## config.mk

```make
export PLATFORM = sky130hd
export DESIGN_NAME = smoothstep_fade_alpha_engine_unit
export DESIGN_NICKNAME = d
export VERILOG_FILES = /design/src/hw/rtl/sfae_pkg.sv /design/src/hw/rtl/sfae_div.sv /design/src/hw/rtl/sfae_mul.sv /design/src/hw/rtl/smoothstep_fade_alpha_engine_unit.sv
export SDC_FILE = /design/constraint.sdc
export NUM_CORES = 1
export LEC_CHECK = 0
export BUFFER_PORTS_ARGS = -buffer_cell sky130_fd_sc_hd__buf_4
export CORE_ASPECT_RATIO = 1.25
export CORE_MARGIN = 2
export CORE_UTILIZATION = 55
export DETAILED_ROUTE_END_ITERATION = 10
export HOLD_SLACK_MARGIN = 0.08
export PLACE_DENSITY = 0.77
export SKIP_CTS_REPAIR_TIMING = 1
export SLEW_MARGIN = 0
export SYNTH_ARGS = -nofsm -noshare
export SYNTH_HDL_FRONTEND = slang
export SYNTH_SLANG_ARGS = --single-unit
```

## constraint.sdc

```tcl
create_clock -name clock -period 12.5 [get_ports clock]
set_input_delay 1.875 -clock clock [delete_from_list [all_inputs] [get_ports clock]]
set_output_delay 1.875 -clock clock [all_outputs]
set_load 0.02 [all_outputs]
```

## src/hw/rtl/sfae_pkg.sv

```systemverilog
// Shared types and constants for the smoothstep fade alpha engine.
// No dependencies; every rtl file of the block refers to it by scoped names.
package sfae_pkg;

   // command codes carried in the request tuser
   localparam logic [1:0] CMD_TICK  = 2'd0;
   localparam logic [1:0] CMD_START = 2'd1;
   localparam logic [1:0] CMD_RESET = 2'd2;

   typedef logic [1:0] cmd_type;

   // fixed field widths
   localparam int unsigned NOW_W   = 32;
   localparam int unsigned DUR_W   = 16;
   localparam int unsigned T_W     = 16;   // easing position, unsigned Q0.16
   localparam int unsigned RSP_W   = 16;   // alpha, active, updated, zero pad

   // serial multiplier operand widths
   localparam int unsigned MCAND_W = 48;
   localparam int unsigned MUL_W   = 18;
   localparam int unsigned PROD_W  = MCAND_W + MUL_W;

   // 3.0 in Q2.16, the constant term of 3 - 2t
   localparam logic [MUL_W-1:0] THREE_Q16 = 18'h30000;

endpackage

```

## src/hw/rtl/sfae_div.sv

```systemverilog
// Bit-serial restoring divider: floor(dividend * 2^16 / divisor), one quotient
// bit per cycle. Requires dividend < divisor. Depends on sfae_pkg.
module sfae_div (
   input  logic                        clock,
   input  logic                        reset,
   input  logic                        go,
   input  logic [sfae_pkg::DUR_W-1:0]  dividend,
   input  logic [sfae_pkg::DUR_W-1:0]  divisor,
   output logic                        done,
   output logic [sfae_pkg::T_W-1:0]    quotient
);

   localparam int unsigned CNT_W = $clog2(sfae_pkg::T_W);

   logic [sfae_pkg::DUR_W-1:0] rem_ff;
   logic [sfae_pkg::DUR_W-1:0] dsr_ff;
   logic [sfae_pkg::T_W-1:0]   quo_ff;
   logic [CNT_W-1:0]           cnt_ff;
   logic                       busy_ff;
   logic                       done_ff;

   logic [sfae_pkg::DUR_W:0]   rem2;
   logic [sfae_pkg::DUR_W:0]   diff;
   logic                       fits;

   // one restoring step: double the remainder and try the divisor
   always_comb begin
      rem2 = {rem_ff, 1'b0};
      diff = rem2 - {1'b0, dsr_ff};
      fits = (rem2 >= {1'b0, dsr_ff});
   end

   // control
   always_ff @(posedge clock) begin
      if (reset) begin
         busy_ff <= 1'b0;
         done_ff <= 1'b0;
         cnt_ff  <= '0;
      end else begin
         done_ff <= 1'b0;
         if (go) begin
            busy_ff <= 1'b1;
            cnt_ff  <= CNT_W'(sfae_pkg::T_W - 1);
         end else if (busy_ff) begin
            cnt_ff <= cnt_ff - CNT_W'(1);
            if (cnt_ff == '0) begin
               busy_ff <= 1'b0;
               done_ff <= 1'b1;
            end
         end
      end
   end

   // datapath
   always_ff @(posedge clock) begin
      if (go) begin
         rem_ff <= dividend;
         dsr_ff <= divisor;
         quo_ff <= '0;
      end else if (busy_ff) begin
         rem_ff <= fits ? diff[sfae_pkg::DUR_W-1:0] : rem2[sfae_pkg::DUR_W-1:0];
         quo_ff <= {quo_ff[sfae_pkg::T_W-2:0], fits};
      end
   end

   assign done     = done_ff;
   assign quotient = quo_ff;

endmodule

```

## src/hw/rtl/sfae_mul.sv

```systemverilog
// Bit-serial shift-add multiplier, one multiplier bit per cycle.
// The product stays in the accumulator until the next start. Depends on sfae_pkg.
module sfae_mul (
   input  logic                          clock,
   input  logic                          reset,
   input  logic                          go,
   input  logic [sfae_pkg::MCAND_W-1:0]  mcand,
   input  logic [sfae_pkg::MUL_W-1:0]    mplier,
   output logic                          done,
   output logic [sfae_pkg::PROD_W-1:0]   product
);

   localparam int unsigned CNT_W = $clog2(sfae_pkg::MUL_W);

   logic [sfae_pkg::MCAND_W-1:0] mc_ff;
   logic [sfae_pkg::MCAND_W-1:0] hi_ff;
   logic [sfae_pkg::MUL_W-1:0]   lo_ff;
   logic [CNT_W-1:0]             cnt_ff;
   logic                         busy_ff;
   logic                         done_ff;

   logic [sfae_pkg::MCAND_W:0]   sum;

   // add the multiplicand when the current multiplier bit is set
   always_comb begin
      sum = {1'b0, hi_ff} + (lo_ff[0] ? {1'b0, mc_ff} : '0);
   end

   // control
   always_ff @(posedge clock) begin
      if (reset) begin
         busy_ff <= 1'b0;
         done_ff <= 1'b0;
         cnt_ff  <= '0;
      end else begin
         done_ff <= 1'b0;
         if (go) begin
            busy_ff <= 1'b1;
            cnt_ff  <= CNT_W'(sfae_pkg::MUL_W - 1);
         end else if (busy_ff) begin
            cnt_ff <= cnt_ff - CNT_W'(1);
            if (cnt_ff == '0) begin
               busy_ff <= 1'b0;
               done_ff <= 1'b1;
            end
         end
      end
   end

   // accumulator shifts right, product bits enter the multiplier register
   always_ff @(posedge clock) begin
      if (go) begin
         mc_ff <= mcand;
         hi_ff <= '0;
         lo_ff <= mplier;
      end else if (busy_ff) begin
         hi_ff <= sum[sfae_pkg::MCAND_W:1];
         lo_ff <= {sum[0], lo_ff[sfae_pkg::MUL_W-1:1]};
      end
   end

   assign done    = done_ff;
   assign product = {hi_ff, lo_ff};

endmodule

```

## src/hw/rtl/smoothstep_fade_alpha_engine_unit.sv

```systemverilog
// Smoothstep fade alpha engine, top level. Uses sfae_pkg, sfae_div and sfae_mul.
// Each request carries a command in tuser and a millisecond time in tdata and
// gives one response. Start, reset, an idle tick, an unused command and the
// completing tick go from idle to the finish state, which loads the response
// register and returns to idle, so the next request can be taken in the same
// cycle as the response is raised. A tick inside a fade runs a bit-serial divide
// for t = elapsed/duration in Q0.16, then three passes of one bit-serial 18-step
// multiplier for t*t, t*t*(3-2t) and the scale by ALPHA_MAX; then the finish
// state loads the output register in the same way. The shared multiplier takes
// most of the time of such a tick. A response held by rsp_tready stalls the
// block until it is taken. One request is worked on at a time; a new request is
// taken while the previous response still waits in the output register. The
// user must write the duration register through the csr channel only while the
// block is idle; the block does not enforce this, and the channel is always ready.
module smoothstep_fade_alpha_engine_unit #(
   parameter int unsigned ALPHA_MAX       = 255,
   parameter int unsigned ALPHA_MIN       = 0,
   parameter int unsigned DEFAULT_FADE_MS = 200,
   parameter int unsigned TIME_BITS       = 32
) (
   input  logic                             clock,
   input  logic                             reset,
   // request: tdata = now_ms[31:0]; tuser = command[1:0]
   input  logic                             req_tvalid,
   output logic                             req_tready,
   input  logic [sfae_pkg::NOW_W-1:0]       req_tdata,
   input  logic [1:0]                       req_tuser,
   // response: tdata = alpha[7:0], active[8], updated[9], zero[15:10]
   output logic                             rsp_tvalid,
   input  logic                             rsp_tready,
   output logic [sfae_pkg::RSP_W-1:0]       rsp_tdata,
   // fade duration write
   input  logic                             csr_valid,
   output logic                             csr_ready,
   input  logic [sfae_pkg::DUR_W-1:0]       csr_data
);

   localparam int unsigned LVL_MAX = (ALPHA_MAX > ALPHA_MIN) ? ALPHA_MAX : ALPHA_MIN;
   localparam int unsigned LW      = $clog2(LVL_MAX + 1);

   localparam logic [2:0] ST_IDLE   = 3'd0;
   localparam logic [2:0] ST_DIV    = 3'd1;
   localparam logic [2:0] ST_MUL_TT = 3'd2;
   localparam logic [2:0] ST_MUL_Q  = 3'd3;
   localparam logic [2:0] ST_MUL_A  = 3'd4;
   localparam logic [2:0] ST_FINISH = 3'd5;

   logic [2:0]                     state_ff, state_in;
   logic [TIME_BITS-1:0]           start_ff, start_in;
   logic [LW-1:0]                  alpha_ff, alpha_in;
   logic                           upd_ff, upd_in;
   logic [sfae_pkg::T_W-1:0]       t_ff, t_in;
   logic [sfae_pkg::DUR_W-1:0]     dur_cfg_ff;
   logic                           rsp_valid_ff, rsp_valid_in;
   logic [sfae_pkg::RSP_W-1:0]     rsp_data_ff, rsp_data_in;

   logic                           req_xfer;
   sfae_pkg::cmd_type              cmd;
   logic [63:0]                    now_full;
   logic [TIME_BITS-1:0]           now_t;
   logic [TIME_BITS-1:0]           elapsed;
   logic [63:0]                    elapsed_full;
   logic [sfae_pkg::DUR_W-1:0]     dur;
   logic                           done_fade;

   logic                           div_go, div_done;
   logic [sfae_pkg::T_W-1:0]       div_quo;
   logic                           mul_go, mul_done;
   logic [sfae_pkg::MCAND_W-1:0]   mul_mcand;
   logic [sfae_pkg::MUL_W-1:0]     mul_mplier;
   logic [sfae_pkg::PROD_W-1:0]    mul_prod;
   logic [16:0]                    alpha_ext;
   logic [7:0]                     alpha_sat;

   assign req_xfer  = req_tvalid && req_tready;
   assign req_tready = (state_ff == ST_IDLE);
   assign csr_ready  = 1'b1;
   assign cmd        = req_tuser;

   // elapsed time and completion check
   always_comb begin
      now_full     = 64'(req_tdata);
      now_t        = now_full[TIME_BITS-1:0];
      elapsed      = now_t - start_ff;
      elapsed_full = 64'(elapsed);
      dur          = (dur_cfg_ff != '0) ? dur_cfg_ff : sfae_pkg::DUR_W'(DEFAULT_FADE_MS);
      done_fade    = (|elapsed_full[63:16]) || (elapsed_full[15:0] >= dur);
   end

   // sequencer
   always_comb begin
      state_in     = state_ff;
      start_in     = start_ff;
      alpha_in     = alpha_ff;
      upd_in       = upd_ff;
      t_in         = t_ff;
      rsp_valid_in = rsp_valid_ff;
      rsp_data_in  = rsp_data_ff;
      div_go       = 1'b0;
      mul_go       = 1'b0;
      mul_mcand    = sfae_pkg::MCAND_W'(div_quo);
      mul_mplier   = sfae_pkg::MUL_W'(div_quo);

      if (rsp_valid_ff && rsp_tready) begin
         rsp_valid_in = 1'b0;
      end

      unique case (state_ff)
         ST_IDLE: begin
            if (req_xfer) begin
               state_in = ST_FINISH;
               upd_in   = 1'b0;
               case (cmd)
                  sfae_pkg::CMD_START: begin
                     start_in = now_t;
                     alpha_in = LW'(ALPHA_MIN);
                  end
                  sfae_pkg::CMD_RESET: begin
                     start_in = '0;
                     alpha_in = LW'(ALPHA_MAX);
                  end
                  sfae_pkg::CMD_TICK: begin
                     if (start_ff != '0) begin
                        upd_in = 1'b1;
                        if (done_fade) begin
                           start_in = '0;
                           alpha_in = LW'(ALPHA_MAX);
                        end else begin
                           div_go   = 1'b1;
                           state_in = ST_DIV;
                        end
                     end
                  end
                  default: begin
                  end
               endcase
            end
         end
         ST_DIV: begin
            if (div_done) begin
               t_in     = div_quo;
               mul_go   = 1'b1;
               state_in = ST_MUL_TT;
            end
         end
         ST_MUL_TT: begin
            mul_mcand  = sfae_pkg::MCAND_W'(mul_prod[31:0]);
            mul_mplier = sfae_pkg::THREE_Q16 - {1'b0, t_ff, 1'b0};
            if (mul_done) begin
               mul_go   = 1'b1;
               state_in = ST_MUL_Q;
            end
         end
         ST_MUL_Q: begin
            mul_mcand  = mul_prod[sfae_pkg::MCAND_W-1:0];
            mul_mplier = sfae_pkg::MUL_W'(ALPHA_MAX);
            if (mul_done) begin
               mul_go   = 1'b1;
               state_in = ST_MUL_A;
            end
         end
         ST_MUL_A: begin
            if (mul_done) begin
               alpha_in = mul_prod[sfae_pkg::MCAND_W +: LW];
               state_in = ST_FINISH;
            end
         end
         ST_FINISH: begin
            if (!rsp_valid_ff || rsp_tready) begin
               rsp_valid_in = 1'b1;
               rsp_data_in  = {6'd0, upd_ff, (start_ff != '0), alpha_sat};
               state_in     = ST_IDLE;
            end
         end
         default: begin
            state_in = ST_IDLE;
         end
      endcase
   end

   // alpha output saturates at 255
   always_comb begin
      alpha_ext = 17'(alpha_ff);
      alpha_sat = (alpha_ext > 17'd255) ? 8'hFF : alpha_ext[7:0];
   end

   // control and architectural state
   always_ff @(posedge clock) begin
      if (reset) begin
         state_ff     <= ST_IDLE;
         start_ff     <= '0;
         alpha_ff     <= LW'(ALPHA_MAX);
         dur_cfg_ff   <= '0;
         rsp_valid_ff <= 1'b0;
      end else begin
         state_ff     <= state_in;
         start_ff     <= start_in;
         alpha_ff     <= alpha_in;
         rsp_valid_ff <= rsp_valid_in;
         if (csr_valid && csr_ready) begin
            dur_cfg_ff <= csr_data;
         end
      end
   end

   // payload registers
   always_ff @(posedge clock) begin
      upd_ff      <= upd_in;
      t_ff        <= t_in;
      rsp_data_ff <= rsp_data_in;
   end

   assign rsp_tvalid = rsp_valid_ff;
   assign rsp_tdata  = rsp_data_ff;

   // easing position t = elapsed / duration in Q0.16
   sfae_div u_div (
      .clock    (clock),
      .reset    (reset),
      .go       (div_go),
      .dividend (elapsed_full[15:0]),
      .divisor  (dur),
      .done     (div_done),
      .quotient (div_quo)
   );

   // shared multiplier for t*t, t*t*(3-2t) and the alpha scale
   sfae_mul u_mul (
      .clock   (clock),
      .reset   (reset),
      .go      (mul_go),
      .mcand   (mul_mcand),
      .mplier  (mul_mplier),
      .done    (mul_done),
      .product (mul_prod)
   );

endmodule
```

==> results of run 1 <==
-- power by group through the flow --
| stage | combinational (W) | clock [W] | sequential [W] |
|---|---|---|---|
| after global placement | 0.000763 | 0 | 0.00104 |
| after global routing | 0.000883 | 0.000851 | 0.00104 |
| after detailed placement | 0.000780 | 0 | 0.00105 |
| final | 0.000799 | 0.000807 | 0.00103 |
| after floorplan | 0.000591 | 0 | 0.00103 |
| after CTS | 0.000785 | 0.000822 | 0.00103 |
-- area by class of cell --
cell class / instances / area share [%]
inverter: 109 / 2.210
tap: 407 / 2.742
clock inverter: 13 / 0.5726
multi-input combinational: 1490 / 52.22
timing repair buffer: 76 / 3.072
clock buffer: 36 / 4.204
sequential: 262 / 34.98
-- state kept, by name (all words and copies together), names as in the netlist, 5 cells and up --
name,count
u_mul.mc_ff,48
alpha_ff,8
u_mul.lo_ff,18
t_ff,16
rsp_tdata,10
u_div.quotient,16
u_div.rem_ff,16
start_ff,32
u_div.dsr_ff,16
u_mul.cnt_ff,5
u_mul.hi_ff,48
dur_cfg_ff,16
-- cell families (layout without fill, tap and decap cells) --
kind of cell             count (synthesis)  in the layout  share of synthesized area (%)
adder cells (fa/ha/maj)                121            121                          9.023
AND/OR/NAND/NOR                        711            711                          20.26
flip-flops                             262            262                          38.15
buffers and inverters                  218            234                          5.202
AO/OA/AOI/OAI                          496            496                          18.51
XOR/XNOR                                81             81                          4.166
other                                    2              7                        0.04410
multiplexers                            74             74                          4.651
-- worst paths after layout --
check                                  endpoint  slack (ps)         start  cells past startpoint
worst min-delay path               rsp_tdata[7]         440   alpha_ff[7]                      0
worst min register to register     rsp_tdata[7]         440   alpha_ff[7]                      0
worst max-delay path            u_div.rem_ff[2]        5340  req_tdata[3]                     19
worst max register to register  u_div.rem_ff[2]        6340   start_ff[1]                     19
-- Yosys cell counts, types with 18 or more instances --
master and number:
nor2_1 205, nand2_1 199, dfxtp_1 137, o21ai_0 136, a21oi_1 134, edfxtp_1 125, ha_1 118, inv_1 109
and2_1 91, clkbuf_1 85, mux2i_1 60, xnor2_1 54, nand3_1 43, a21o_1 37, o31ai_1 30, nor3_1 29
xor2_1 27, a31oi_1 23, nor4_1 22, nand4_1 21, nand2b_1 18
-- metal layers --
layer	GRT usage, %	share of wire [%]	routed length, um
met4	10.36	3.7	1579
met1	31.35	42	17770
met3	2.748	4.5	1910
met2	47.37	50	21550
met5	0	0	0
-- worst max-delay path, delay by kind of cell --
kind	cells	cell delay, ps
fa+ha+maj	2	640
buf+inv	1	120
compound gates	6	1350
xor+xnor	1	250
simple gates	9	3100
-- layout by cell type, fill, tap and decap left out, drive strengths merged, types with 76 or more instances in the layout --
cell      n
inv     112
a21oi   134
nand2   199
o21ai   143
edfxtp  125
buf      76
nor2    207
dfxtp   137
ha      118
and2     91
-- metrics by stage --
| stage | setup slack [ps] | total power (W) |
|---|---|---|
| final | 5338 | 0.002637 |
| after floorplan | 6154 | 0.001617 |
| after global routing | 4970 | 0.002771 |
| after global placement | 5035 | 0.001808 |
| after detailed placement | 4819 | 0.001827 |
| after CTS | 5385 | 0.002636 |
==> metrics.md, run 1 <==
| Metric | Value |
|---|---|
| Fill count | `2,660` |
| Die Area | `32,390 um^2` |
| Critical Path Start Type | `input pin` |
| Critical path type | `input pin to flop` |
| Post-synth top area cell | `edfxtp_1` |
| Post-layout util | `60.46%` |
| Placed inst area | `17,680 um^2` |
| HPWL after detailed placement | `31,850 um` |
| Leakage | `7.474 nW` |
| Wire per inst | `17.89 um` |
| Synth-to-layout area growth | `9.067%` |
| PD cells | `142.0 nW/um^2` |
| Measured slew at the worst slew-check pin | `1134 ps` |
| Core area | `30,720 um^2` |
| Register area share after synthesis | `38.15%` |
| Buffers on Ports | `66` |
| Cell variety after synth | `89` |
| First-pass GRT wire length | `69,360 um` |
| Root Buffer | `clkbuf_16` |
| Final instance area | `18,570 um^2` |
| Largest net degree at the start of global routing | `103` |
| Slew Viols, Final | `0` |
| Warnings, synthesis | `0` |
| Tcrit/Tclk final | `57.30%` |
| Tot GR Track Use | `26.07%` |
| Max stage delay on crit path | `780 ps` |
| # DRC | `0` |
| Avg Cell Area, Syn | `8.666 um^2` |
| Crit path required time | `12,690 ps` |
| Max Root-Sink Buffers | `3` |
| Initial detailed-routing violation count | `942` |
| TritonCTS clock tree | `built` |
| Area share of the largest cell type after synthesis | `22.04%` |
| CTS Buf Count | `27` |
| Worst-path cell chain | `buf_4 -> ha_1 -> and2_1 -> o2111a_1 -> or3_1 -> a41oi_1 -> o21ai_0 -> xor2_1 -> ha_1 -> and3_1 -> a22o_1 -> o21ai_0 -> o2111ai_1 -> nor4_1 -> nor4b_1 -> and4_4 -> and2_1 -> nand3_2 -> nand2b_1` |
| Multi-input gate area | `9698 um^2` |
| Clock sinks | `262` |
| Sequential cell area | `6497 um^2` |
| Final setup violation count | `0` |
| Final min period | `7162 ps` |
| Fin cells | `2,393` |
| Gate power share | `30.3%` |
| Ys async rst share | `0%` |
| Total negative slack | `0 ps` |
| Fin Hold WS | `441.7 ps` |
| Die width | `161.4 um` |
| Fraction of power consumed by the clock network | `30.6%` |
| Seq cells post-synth | `262` |
| Cell Area, Synth | `17,030 um^2` |
| GPL Wtd Cong | `0.9278` |
| H-tree Lvls | `1` |
| Final wirelength | `42,810 um` |
| Layout Nets | `2,142` |
| Fin. Hold Viols | `0` |
| Worst skew pair latency | `560 ps` |
| Crit Path Max Fanout | `21` |
| Final setup skew | `19.01 ps` |
| Row count | `72` |
| Sequential share of power | `39.1%` |
| EDFF count, synth | `125` |
| DRT Pass-1 Iters | `7` |
| Switching power | `0.0009106 W` |
| Unrepaired setup endpoints after global routing | `no` |
| Cell count after placement | `2,344` |
| Most used DFF post-synth | `dfxtp_1` |
| Mapped Cells | `1,965` |
| CP endpoint kind | `flop` |
| Layout cells sized above 1 | `8.459%` |
| Worst Hold Class | `flop to flop` |
| Status | `completed` |
| Initial Util | `55.43%` |
| Internal | `0.001726 W` |
| Max-cap viol count | `0` |
| Clock transition at the registers of the reported paths | `60 ps` |
| Top post-synthesis cells by area | `edfxtp_1 (22%), dfxtp_1 (16%), ha_1 (8.7%)` |
| CP max stage cell | `nand2b_1` |
| Worst Path Arrival | `7350 ps` |
| Grt ovf | `0` |
| Die height | `200.7 um` |
| Max_slew headroom | `24.24%` |
| Max Clock Freq | `139.6 MHz` |
| Total number of vias | `14,230` |
| Initial antenna violation count | `0` |
| Antenna Cells | `0` |
| Via density | `5.948` |
| Vias in the first global route | `13,960` |
| Top Ports | `74` |
| Max VDD drop | `0.0001147 V` |
| Final ANT Viol Nets | `0` |
| Sw frac | `34.54%` |
Power figures use the tool's default switching activity.
==> run 2, diff against run 1 <==
--- a/config.mk
+++ b/config.mk
@@ -5,6 +5,7 @@
 export SDC_FILE = /design/constraint.sdc
 export NUM_CORES = 1
 export LEC_CHECK = 0
+export ABC_AREA = 1
 export BUFFER_PORTS_ARGS = -buffer_cell sky130_fd_sc_hd__buf_4
 export CORE_ASPECT_RATIO = 1.25
 export CORE_MARGIN = 2
==> constraint.sdc (replaced) <==
create_clock -name clock -period 7.3 [get_ports clock]
set_input_delay 1.095 -clock clock [delete_from_list [all_inputs] [get_ports clock]]
set_output_delay 1.095 -clock clock [all_outputs]
set_load 0.02 [all_outputs]
==> metrics.md, run 2 <==
| Metric | Value |
|---|---|
| # DRC | `0 (unchanged)` |
| HPWL after detailed placement | `37,180 um (+17%)` |
| Tot GR Track Use | `28.49% (+2.4 points)` |
| Top Ports | `74 (unchanged)` |
| Status | `completed` |
| Initial antenna violation count | `0 (unchanged)` |
| Final min period | `4729 ps` |
| Min setup slack post-route | `2571 ps (-2767 ps)` |
| Register area share after synthesis | `36.35% (-1.8 points)` |
| Crit path required time | `7640 ps (-5050 ps)` |
| Tcrit/Tclk final | `64.78%` |
| Leakage | `10.05 nW (+34%)` |
| Measured slew at the worst slew-check pin | `1275 ps (+141.7 ps)` |
| Max Root-Sink Buffers | `3 (unchanged)` |
| Core area | `31,880 um^2 (+3.8%)` |
| Slew Viols, Final | `0 (unchanged)` |
| Ys async rst share | `0% (unchanged)` |
| Setup WS pre-CTS | `1981 ps (-2838 ps)` |
| Grt ovf | `0 (unchanged)` |
| Final ANT Viol Nets | `0 (unchanged)` |
| Total number of vias | `16,260 (+14%)` |
| Final instance area | `19,680 um^2 (+6.0%)` |
| Vias in the first global route | `16,080 (+15%)` |
| Root Buffer | `clkbuf_16` |
| Total negative slack | `0 ps (unchanged)` |
| Warnings, synthesis | `0 (unchanged)` |
| First-pass GRT wire length | `76,990 um (+11%)` |
| Most frequent cells in the layout | `nand2_1 (683), inv_1 (470), nor2_1 (288), a21oi_1 (174), dfxtp_1 (137)` |
| Final wirelength | `47,980 um (+12%)` |
| Crit Path Max Fanout | `48 (+130%)` |
| Max VDD drop | `0.0002347 V (+100%)` |
| Layout Nets | `2,793 (+30%)` |
| PD cells | `232.3 nW/um^2 (+64%)` |
| Initial Util | `56.07% (+0.63 points)` |
| Post-synth top area cell | `edfxtp_1` |
| Unrepaired setup endpoints after global routing | `no` |
| Most common cell after layout, fill and taps aside | `nand2_1` |
| DRT Pass-1 Iters | `6 (-1)` |
| Final setup skew | `13.94 ps (-5.078 ps)` |
| Reg2Reg Setup Slack | `2860 ps (-3480 ps)` |
| Buffers on Ports | `66 (unchanged)` |
| Cell count after placement | `2,998 (+28%)` |
| Largest regs | `u_mul.hi_ff: 48 flops, u_mul.mc_ff: 48 flops, start_ff: 32 flops` |
| Die height | `205.5 um (+2.4%)` |
| CP endpoint kind | `flop` |
| Max-cap viol count | `0 (unchanged)` |
| Mapped Cells | `2,590 (+32%)` |
| Top post-synthesis cells by area | `edfxtp_1 (21%), dfxtp_1 (15%), nand2_1 (14%)` |
| Initial detailed-routing violation count | `1,033 (+9.7%)` |
| Max Clock Freq | `211.5 MHz` |
| Worst Hold Class | `flop to flop` |
| Seq cells post-synth | `262 (unchanged)` |
| Most used DFF post-synth | `dfxtp_1` |
| Via density | `5.324 (-10%)` |
| H-tree Lvls | `1 (unchanged)` |
| Max_slew headroom | `14.88% (-9.4 points)` |
| Fill count | `2,972 (+12%)` |
| Row count | `73 (+1.4%)` |
| Avg Cell Area, Syn | `6.900 um^2 (-20%)` |
| GPL Wtd Cong | `0.9574 (+3.2%)` |
| Fin. Hold Viols | `0 (unchanged)` |
| TritonCTS clock tree | `built` |
| Largest net degree at the start of global routing | `71 (-31%)` |
| Overall power | `0.004572 W (+73%)` |
| Fin cells | `3,053 (+28%)` |
| Die width | `165.2 um (+2.4%)` |
| Layout cells sized above 1 | `6.250% (-2.2 points)` |
| Cell variety after synth | `56 (-37%)` |
| Wire per inst | `15.72 um (-12%)` |
| Count leader, synth | `nand2_1` |
| Clock transition at the registers of the reported paths | `60 ps (about the same)` |
| Final setup violation count | `0 (unchanged)` |
| Cell Area, Synth | `17,870 um^2 (+5.0%)` |
| Worst skew pair latency | `590 ps (+30 ps)` |
| Area share of the largest cell type after synthesis | `21.00% (-1.0 points)` |
| EDFF count, synth | `125 (unchanged)` |
| Placed inst area | `18,580 um^2 (+5.1%)` |
| Critical path type | `input pin to flop` |
| CTS Buf Count | `29 (+7.4%)` |
| Die Area | `33,960 um^2 (+4.8%)` |
| Worst Path Arrival | `5060 ps (-2290 ps)` |
| Most common library cells after synthesis | `nand2_1 (683), inv_1 (471), nor2_1 (288), a21oi_1 (175), dfxtp_1 (137)` |
| Critical Path Start Type | `input pin` |
| Clock sinks | `262 (unchanged)` |
| Synth-to-layout area growth | `10.12%` |
[run 2: changes by cell type in the layout (fill, tap and decap cells not counted), moves of 21 or more]
cell     change
a21o_1      -28
nand2_1    +484
and2_1      -85
nor2_1      +84
mux2i_1     -60
o31ai_1     -30
inv_1      +362
xnor2_1     -21
a21oi_1     +42
nand3_1     +56
[run 2: layer usage]
layer / wire length (um) / up-vias / GRT usage [%]
li1: - / 8302 / -
met1: 18700 / 7428 / 30.66
met2: 24790 / 391 / 54.08
met3: 2018 / 134 / 3.265
met4: 2476 / 0 / 14.50
met5: 0 / - / 0
[run 2: critical path, cell delays in order]
cell and delay (ps):
buf_4 90, inv_1 30, ha_1 220, fa_1 420, inv_1 100, nand3_1 90
nand3_2 150, nand2_1 70, nand2_1 90, nand2_1 50, nand2_1 120, xor2_1 230
ha_1 270, nand2_1 70, o21ai_0 90, nor2_1 120, nand2_1 60, nor2_1 100
nand2_1 90, nor2_4 190, nand4_4 320, inv_2 760, nand2_1 100, o21ai_0 100
inv_1 50
[run 2: cells by family (layout without fill, tap and decap cells)]
kind of cell	Yosys count	count (layout)	share of synthesized area, %
xor+xnor	70	70	3.430
compound gates	401	401	12.55
other cells	2	8	0.04202
flops	262	262	36.35
fa+ha+maj	121	121	8.597
simple gates	1172	1172	26.83
buf+inv	562	607	12.20
[run 2: path summary, 6_finish.rpt]
path,start,endpoint,depth (start not counted)
worst max register to register,start_ff[2],u_div.rem_ff[15],22
worst min-delay path,alpha_ff[3],rsp_tdata[3],0
worst min register to register,alpha_ff[3],rsp_tdata[3],0
worst max-delay path,req_tdata[0],u_div.rem_ff[15],25
[run 2: layout make-up]
| class | count | area [um^2] | share of cell area (%) |
|---|---|---|---|
| well taps | 412 | 515.5 | 2.619 |
| inverters | 480 | 1803 | 9.161 |
| diodes | 1 | 2.502 | 0.01272 |
| repair buffers | 73 | 548.0 | 2.785 |
| clock inverters | 23 | 331.6 | 1.685 |
| multi-input cells | 1771 | 9219 | 46.84 |
| clock buffers | 31 | 764.5 | 3.885 |
| flip-flops and latches | 262 | 6496 | 33.01 |
[run 2: power breakdown]
group	total (W)	switching (W)	internal, W
Clock	0.00167	0.000677	0.000991
Sequential	0.00170	0.0000669	0.00163
Combinational	0.00120	0.000795	0.000409
Total	0.00457	0.00154	0.00303
[run 2: per-stage QoR]
stage / hold slack, ps / utilization (%)
2_1_floorplan: 400.3 / -
3_3_place_gp: 443.2 / 58.29
3_5_place_dp: 441.6 / 58.29
4_1_cts: 461.1 / 61.73
5_1_grt: 459.3 / 61.73
6_report: 459.9 / 61.74
==> run 3, diff against run 2 <==
--- a/config.mk
+++ b/config.mk
@@ -5,14 +5,14 @@
 export SDC_FILE = /design/constraint.sdc
 export NUM_CORES = 1
 export LEC_CHECK = 0
-export ABC_AREA = 1
+export ABC_AREA = 0
 export BUFFER_PORTS_ARGS = -buffer_cell sky130_fd_sc_hd__buf_4
 export CORE_ASPECT_RATIO = 1.25
 export CORE_MARGIN = 2
 export CORE_UTILIZATION = 55
 export DETAILED_ROUTE_END_ITERATION = 10
 export HOLD_SLACK_MARGIN = 0.08
-export PLACE_DENSITY = 0.77
+export PLACE_DENSITY = 0.8
 export SKIP_CTS_REPAIR_TIMING = 1
 export SLEW_MARGIN = 0
 export SYNTH_ARGS = -nofsm -noshare
==> constraint.sdc (replaced) <==
create_clock -name clock -period 4.3 [get_ports clock]
set_input_delay 0.645 -clock clock [delete_from_list [all_inputs] [get_ports clock]]
set_output_delay 0.645 -clock clock [all_outputs]
set_load 0.02 [all_outputs]
==> metrics.md, run 3 (same netlist as run 1, synthesis figures left out) <==
| Metric | Value |
|---|---|
| Status | `complete, but fails checks` |
| Violated checks | `setup timing` |
| Die width | `161.4 um (-2.3%)` |
| Clock transition at the registers of the reported paths | `60 ps (about the same)` |
| Clock sinks | `262 (unchanged)` |
| Switching power | `0.002806 W (+82%)` |
| Final wirelength | `44,430 um (-7.4%)` |
| HPWL after detailed placement | `33,070 um (-11%)` |
| Final setup violation count | `104 (+104)` |
| Tot GR Track Use | `26.60% (-1.9 points)` |
| Min-delay src | `csr_data[1]` |
| Sequential share of power | `36.7% (-0.5 points)` |
| Max_slew headroom | `27.00% (+12 points)` |
| Worst Path Arrival | `4920 ps (-140 ps)` |
| Core area | `30,720 um^2 (-3.6%)` |
| Final setup skew | `24.87 ps (+10.94 ps)` |
| Internal | `0.005357 W (+77%)` |
| Crit path required time | `4570 ps (-3070 ps)` |
| Synth-to-layout area growth | `15.83%` |
| Worst reg-to-reg path cell count | `19 (-14%)` |
| Unrepaired setup endpoints after global routing | `yes` |
| Reg2Reg Setup Slack | `-350 ps (-3210 ps)` |
| Critical Path Start Type | `flop` |
| FF-to-FF End | `u_div.dsr_ff[2]` |
| Die height | `200.7 um (-2.3%)` |
| Antenna Cells | `0 (-1)` |
| Root Buffer | `clkbuf_16` |
| Max Root-Sink Buffers | `3 (unchanged)` |
| PD cells | `413.9 nW/um^2 (+78%)` |
| TritonCTS clock tree | `built` |
| DRT Pass-1 Iters | `5 (-1)` |
| Max Clock Freq | `215.0 MHz` |
| Initial Util | `55.43% (-0.63 points)` |
| Gate power share | `34.1% (+7.8 points)` |
| Worst skew pair latency | `570 ps (-20 ps)` |
| Reg-to-Reg Start | `start_ff[1]` |
| Leakage | `8.080 nW (-20%)` |
| Fin. Hold Viols | `0 (unchanged)` |
| Setup WS pre-CTS | `-699.2 ps (-2680 ps)` |
| Final ANT Viol Nets | `0 (unchanged)` |
| Sw frac | `34.37% (+0.71 points)` |
| Vias in the first global route | `14,620 (-9.1%)` |
| Top Ports | `74 (unchanged)` |
| Placed inst area | `18,650 um^2 (+0.36%)` |
| Grt ovf | `0 (unchanged)` |
| Initial antenna violation count | `0 (unchanged)` |
| Max VDD drop | `0.0003400 V (+45%)` |
| Row count | `72 (-1.4%)` |
| Fill count | `2,452 (-17%)` |
| CTS Buf Count | `28 (-3.4%)` |
| Tcrit/Tclk final | `108.2%` |
| Max-cap viol count | `0 (unchanged)` |
| Layout cells sized above 1 | `15.05% (+8.8 points)` |
| Hold Crit Depth | `3 (+3)` |
| Most common cell after layout, fill and taps aside | `nor2_1` |
| Buffers on Ports | `66 (unchanged)` |
| Layout Nets | `2,254 (-19%)` |
| CP endpoint kind | `flop` |
| Final instance area | `19,720 um^2 (+0.22%)` |
| Critical path type | `flop to flop` |
| # DRC | `0 (unchanged)` |
| Fraction of power consumed by the clock network | `29.2% (-7.3 points)` |
| Measured slew at the worst slew-check pin | `1095 ps (-180.5 ps)` |
| Slew Viols, Final | `0 (unchanged)` |
| Wire per inst | `17.72 um (+13%)` |
| Largest regs | `u_mul.hi_ff: 48 flops, u_mul.mc_ff: 48 flops, start_ff: 32 flops` |
| GPL Wtd Cong | `0.9566 (about the same)` |
| First-pass GRT wire length | `71,280 um (-7.4%)` |
| Worst Hold Class | `input pin to flop` |
| Total number of vias | `15,020 (-7.6%)` |
| Endpoint, Worst Hold | `dur_cfg_ff[1]` |
| Via density | `5.991 (+13%)` |
| Die Area | `32,390 um^2 (-4.6%)` |
| Initial detailed-routing violation count | `1,385 (+34%)` |
| Most frequent cells in the layout | `nor2_1 (204), nand2_1 (199), buf_4 (181), dfxtp_1 (134), a21oi_1 (131)` |
| Final min period | `4651 ps` |
| Largest net degree at the start of global routing | `103 (+45%)` |
| Crit Path Max Fanout | `8 (-83%)` |
| H-tree Lvls | `1 (unchanged)` |
| Min setup slack post-route | `-350.6 ps (-2922 ps)` |
==> run 3: worst max path at each step <==
stage                             from          endpoint  cells past startpoint  slack, ps
after floorplan           req_tdata[1]  u_div.rem_ff[13]                     19       -220
after global placement    req_tdata[1]   u_div.dsr_ff[1]                     19       -550
after detailed placement  req_tdata[1]   u_div.dsr_ff[1]                     19       -700
after CTS                  start_ff[1]   u_div.dsr_ff[2]                     19       -380
after global routing       start_ff[1]   u_div.dsr_ff[2]                     19       -550
final                      start_ff[1]   u_div.dsr_ff[2]                     19       -350
==> run 3: power groups by stage <==
stage / logic [W] / registers [W] / clock network [W]
3_5_place_dp: 0.00264 / 0.00304 / 0
4_1_cts: 0.00267 / 0.00299 / 0.00241
5_1_grt: 0.00303 / 0.00302 / 0.00252
6_report: 0.00278 / 0.00299 / 0.00239
2_1_floorplan: 0.00175 / 0.00298 / 0
3_3_place_gp: 0.00257 / 0.00303 / 0
==> run 3: layout make-up <==
class / count / area (um^2) / share of cell area, %
timing repair buffer: 185 / 1439 / 7.295
clock buffer: 37 / 765.7 / 3.882
tap: 407 / 509.2 / 2.582
sequential: 262 / 6500 / 32.95
clock inverter: 15 / 145.1 / 0.7359
multi-input combinational: 1492 / 9955 / 50.47
inverter: 109 / 410.4 / 2.081
==> run 3: per-layer routing <==
| layer | track usage (%) | wire (um) | vias up |
|---|---|---|---|
| met5 | 0 | 0 | - |
| met4 | 9.598 | 1407 | 0 |
| met3 | 2.872 | 2572 | 102 |
| met2 | 47.24 | 22100 | 500 |
| met1 | 33.32 | 18350 | 7168 |
| li1 | - | - | 7249 |
==> run 3: metrics by stage <==
step                hold WS [ps]  util [%]  power, W  std cells  TNS, ps
floorplan                  400.3         -  0.004735       1970    -8035
global placement           422.4     60.71  0.005602       2451   -48480
detailed placement         426.8     60.71  0.005684       2451   -61850
CTS                        309.8     63.67  0.008070       2503   -22090
global route               316.3     64.21  0.008558       2507   -35810
finish                     315.5     64.21  0.008163       2507   -14640
==> run 3: critical path, cell delays in order, from the launching register on <==
cell and delay (ps):
dfxtp_2 340, inv_2 60, ha_4 230, nor2b_4 120, o2111a_1 250, or3_4 410
a41oi_4 170, o21ai_2 110, xor2_1 190, ha_1 280, and3_4 160, a22o_1 220
o21ai_2 160, nor4bb_2 220, nand4_1 150, nor4_2 150, and4_1 210, nand4b_1 160
nor4bb_4 430, and3_4 330
